<file path="src/rtl/core/efm_pkg.sv">
// Shared widths, register indexes and fixed-point helpers of the Ewald-sphere frequency map.
package efm_pkg;

    localparam int COORD_WIDTH_DEF = 32;
    localparam int TRIG_W  = 16;
    localparam int K_W     = 31;
    localparam int K2_W    = 2 * K_W;
    localparam int ROOT_W  = K_W;
    localparam int MAT_W   = 20;
    localparam int CFG_IW  = 3;
    localparam int CFG_DW  = 31;
    localparam int RND_HALF = 8192;

    typedef enum logic [CFG_IW-1:0] {
        REG_WAVE_NUMBER = 3'd0,
        REG_SIN_PSI     = 3'd1,
        REG_COS_PSI     = 3'd2,
        REG_SIN_TILT    = 3'd3,
        REG_COS_TILT    = 3'd4,
        REG_SIN_PHI     = 3'd5,
        REG_COS_PHI     = 3'd6
    } cfg_index_t;

    typedef logic signed [TRIG_W-1:0] trig_t;
    typedef logic signed [MAT_W-1:0]  entry_t;

    typedef struct packed {
        trig_t sin_psi;
        trig_t cos_psi;
        trig_t sin_tilt;
        trig_t cos_tilt;
        trig_t sin_phi;
        trig_t cos_phi;
    } angles_t;

    typedef struct packed {
        entry_t m8;
        entry_t m7;
        entry_t m6;
        entry_t m5;
        entry_t m4;
        entry_t m3;
        entry_t m2;
        entry_t m1;
        entry_t m0;
    } mat_t;

    // a*b rounded to Q1.14, floor of (a*b + 2^13) / 2^14
    function automatic entry_t pm(input entry_t a, input trig_t b);
        logic signed [MAT_W+TRIG_W:0] p;
        begin
            p = a * b + (MAT_W + TRIG_W + 1)'(RND_HALF);
            return p[MAT_W+13:14];
        end
    endfunction

endpackage

</file>
<file path="src/rtl/core/efm_sqrt.sv">
// Pipelined integer floor square root, one root bit per stage, with sideband.
module efm_sqrt
    import efm_pkg::*;
#(
    parameter int SIDE_W = 2 * COORD_WIDTH_DEF + 2
)
(
    input  logic              clk,
    input  logic              rst_n,
    input  logic              en,
    input  logic              in_v,
    input  logic [K2_W-1:0]   radicand,
    input  logic [SIDE_W-1:0] in_side,
    output logic              out_v,
    output logic [ROOT_W-1:0] root,
    output logic [SIDE_W-1:0] out_side
);

    logic [K2_W-1:0]   rem_reg  [0:ROOT_W];
    logic [ROOT_W-1:0] rt_reg   [0:ROOT_W];
    logic [SIDE_W-1:0] side_reg [0:ROOT_W];
    logic              v_reg    [0:ROOT_W];

    always_comb
    begin
        rem_reg[0]  = radicand;
        rt_reg[0]   = '0;
        side_reg[0] = in_side;
        v_reg[0]    = in_v;
    end

    for (genvar j = 0; j < ROOT_W; j++)
    begin : g_stage
        localparam int B = ROOT_W - 1 - j;
        logic [K2_W:0]     trial;
        logic [K2_W-1:0]   rem_next;
        logic [ROOT_W-1:0] rt_next;

        // trial = 2*r*2^B + 2^(2B), r holding only the bits above B
        always_comb
        begin
            trial = ((K2_W+1)'(rt_reg[j]) << (B + 1)) | ((K2_W+1)'(1) << (2 * B));
            if ({1'b0, rem_reg[j]} >= trial)
            begin
                rem_next = rem_reg[j] - trial[K2_W-1:0];
                rt_next  = rt_reg[j] | (ROOT_W'(1) << B);
            end
            else
            begin
                rem_next = rem_reg[j];
                rt_next  = rt_reg[j];
            end
        end

        always_ff @(posedge clk or negedge rst_n)
        begin
            if (!rst_n)
            begin
                v_reg[j+1] <= 1'b0;
            end
            else if (en)
            begin
                v_reg[j+1] <= v_reg[j];
            end
        end

        always_ff @(posedge clk)
        begin
            if (en)
            begin
                rem_reg[j+1]  <= rem_next;
                rt_reg[j+1]   <= rt_next;
                side_reg[j+1] <= side_reg[j];
            end
        end
    end

    assign out_v    = v_reg[ROOT_W];
    assign root     = rt_reg[ROOT_W];
    assign out_side = side_reg[ROOT_W];

endmodule

</file>
<file path="config.mk">
export PLATFORM = sky130hd
export DESIGN_NAME = efm_sqrt
export DESIGN_NICKNAME = d
export VERILOG_FILES = /design/src/rtl/core/efm_pkg.sv /design/src/rtl/core/efm_sqrt.sv
export SDC_FILE = /design/constraint.sdc
export NUM_CORES = 2
export LEC_CHECK = 0
export BUFFER_PORTS_ARGS = -buffer_cell sky130_fd_sc_hd__buf_2
export CAP_MARGIN = 10
export CORE_UTILIZATION = 55
export CTS_CLUSTER_DIAMETER = 120
export DETAILED_ROUTE_END_ITERATION = 16
export PLACE_DENSITY_LB_ADDON = 0.08
export SLEW_MARGIN = 10
export SYNTH_ARGS = -nofsm -noshare
export SYNTH_HDL_FRONTEND = slang
export SYNTH_SLANG_ARGS = --single-unit
</file>
<file path="constraint.sdc">
create_clock -name clk -period 5.3 [get_ports clk]
set_clock_uncertainty 0.1 [all_clocks]
set_input_delay 0.265 -clock clk [delete_from_list [all_inputs] [get_ports clk]]
set_output_delay 0.265 -clock clk [all_outputs]
set_load 0.01 [all_outputs]
</file>
==> out/qor.yml <==
clock_tree:
  path_clk_slew_ns: 0.06
  clock_path_buffers: 4
  cts_setup_buffers: 0
  ctsResizeCount: 0
  cts_htree_levels: 5
  cts_buffers: 431
  root_buffer: "clkbuf_16"
  clk_latency_ns: 0.97
  tritoncts: "done"
  clkSinkCount: 4433
  cts_hold_buf: 262
yosys:
  synth_edf_count: 4402
  ys_warn_count: 0
  synth-seq-cells: 4433
  async_flop_share_pct: 0.699
  syn_area_um2: 176000
  ys_seq_area_share_pct: 75.5
  avgSynthCellArea_um2: 15.8
  yosysUniqueCellTypes: 91
  ys.flop_type: "edfxtp_1"
  netlist_instances: 11200
  synth_nets: 11800
timing:
  setup_viol: 0
  period_share_pct: 89.3
  fin_setup_tns_ns: 0
  max_freq_mhz: 211
  rsz0062_at_grt: "false"
  final_max_slew_viol_count: 0
  slew_headroom_pct: 21.6
  hold_viol_final: 0
  finalCriticalPeriod_ns: 4.73
  tightest_slew_ns: 1.17
layout:
  area_growth_pct: 13.3
  layout-drive-gt1-share_pct: 9.41
  fin_cells: 16500
  nets: 12600
  layout_commonest_cell: "edfxtp_1"
  largest_reg_flops: 1980
  layout_common_cells: "edfxtp_1 (4402), inv_1 (656), nand2_1 (603)"
  fin_area_um2: 200000
  nFillCells: 22700
grt:
  grt_max_degree: 212
  antenna_found_initial: 14
  grt_pass1_vias: 93200
  grt_usage_pct: 22.6
  grt_pass1_wl_mm: 558
  grt-ovfl-total: 0
power:
  ir_drop_mv: 0.405
  power_density_nw_per_um2: 442
  power_w: 0.0882
  p_leak_nw: 72.5
place:
  gp_congestion: 0.949
  post_dp_cell_area_um2: 183000
  dp.final_hpwl_mm: 261
  placed_cells: 15500
  port_buffers: 229
routing:
  routedWlPerCell_um: 22.4
  vias_per_cell: 5.65
  drt_iter0_markers: 7343
  ant_nets: 0
  num_vias: 93300
  drc: 0
  dr.pass1.iters: 6
  drt_wl_total_mm: 370
floorplan:
  io_pins: 230
  die_area_um2: 323000
  die_h_um: 568
  rows: 207
  initial_core_util_pct: 55.3
  core-area_um2: 318000
  die_w_um: 568
setup_path:
  crit_buf_inv: 0
  path_cells: "nor3_1, nand2b_1, nor4_1, and3_1, a311oi_1, o41a_2, nand4bb_1, nor4_1, xor2_1"
  crit_slowest_cell: "nor4_1"
  max_stage_delay_ns: 0.88
  start_kind: "register"
  critPathTopFamily: "simple AND/OR/NAND/NOR gates"
  r2r-start: "rem_reg[726]"
  critPathKind: "register to register"
  cp.arrival_ns: 5.37
  cp-startpoint: "rem_reg[726]"
  cp_common_cell: "nor4_1"
  cp_max_fo: 44
  required_ns: 5.94
  worst_setup_path_end_kind: "register"
hold_path:
  min_from: "radicand[60]"
  hold_class: "primary input to register"
run:
  drv_cap: 0
status:
  status: "finished clean"
[layout make-up]
class	instances	area, um2	share of cell area (%)
Sequential cell	4433	133000	66.6
Multi-Input combinational cell	5835	39600	19.8
Clock buffer	517	11200	5.59
Tap cell	4180	5230	2.62
Timing Repair Buffer	618	5110	2.56
Clock inverter	274	3070	1.54
Inverter	658	2470	1.24
Antenna cell	9	22.5	0.0113
[layer usage]
metal  global-route usage, %  part of all wire (%)  vias up
met3                    2.66                   4.3      737
met5                       0                0.0049        -
met1                    29.3                    42    45900
met4                    9.34                   4.3        2
li1                        -                     -    44200
met2                    39.0                    50     2479
[report_power, final]
part           leakage [nW]  switching, W  total (W)  internal (W)
sequential             43.1       0.00260     0.0455        0.0429
clock                  6.87        0.0129     0.0304        0.0176
combinational          22.6       0.00736     0.0123       0.00495
[synthesized netlist by cell type, types with 68 or more instances]
master    count  area share, %
nor2_1      562            1.2
nand4_1     168           0.60
edfxtp_1   4402             75
nand2b_1     95           0.34
inv_1       656            1.4
o21a_1       90           0.38
buf_4        68           0.29
nor2b_1      71           0.25
or3_1        86           0.31
clkbuf_1    172           0.37
ha_1        525            3.7
nand2_1     603            1.3
mux2_2       98           0.63
a21o_1      237            1.0
xor2_1      378            1.9
nand3_1     150           0.43
xnor2_1     448            2.2
nor4_1      315            1.1
nor3_1      250           0.71
o21ai_0     443            1.3
a21oi_1     534            1.5
[cell families after synthesis]
family	synth area share, %
DFF	75.5
and+or+nand+nor	7.78
AOI/OAI and AO/OA	6.11
buffers and inverters	2.11
xor gates and xnor gates	4.12
adders and majority gates	3.73
muxes	0.689
[final timing paths]
path                                      end  slack (ns)  cells past startpoint
worst max register to register   rem_reg[673]        0.57                      9
worst max-delay path             rem_reg[673]        0.57                      9
worst min-delay path            rem_reg[1920]        0.15                      4
min in group asynchronous               out_v        0.23                      4
max in group asynchronous           v_reg[16]        4.70                      4
worst min register to register  side_reg[516]        0.28                      0
[stage by stage]
| step | setup slack (ns) | hold WS (ns) | util (%) |
|---|---|---|---|
| floorplan | 1.58 | -0.131 | - |
| global placement | 0.562 | 0.220 | 57.4 |
| detailed placement | 0.744 | 0.231 | 57.4 |
| CTS | 0.731 | 0.0852 | 62.7 |
| global route | 0.504 | 0.143 | 62.7 |
| finish | 0.569 | 0.153 | 62.7 |
[worst register-to-register path: cells and delay by family (launching register included)]
kind            cells  cell delay (ns)
flops               1             0.50
compound gates      2             0.52
xor+xnor            1             0.36
simple gates        6             3.06
(Power assumes the default switching activity.)
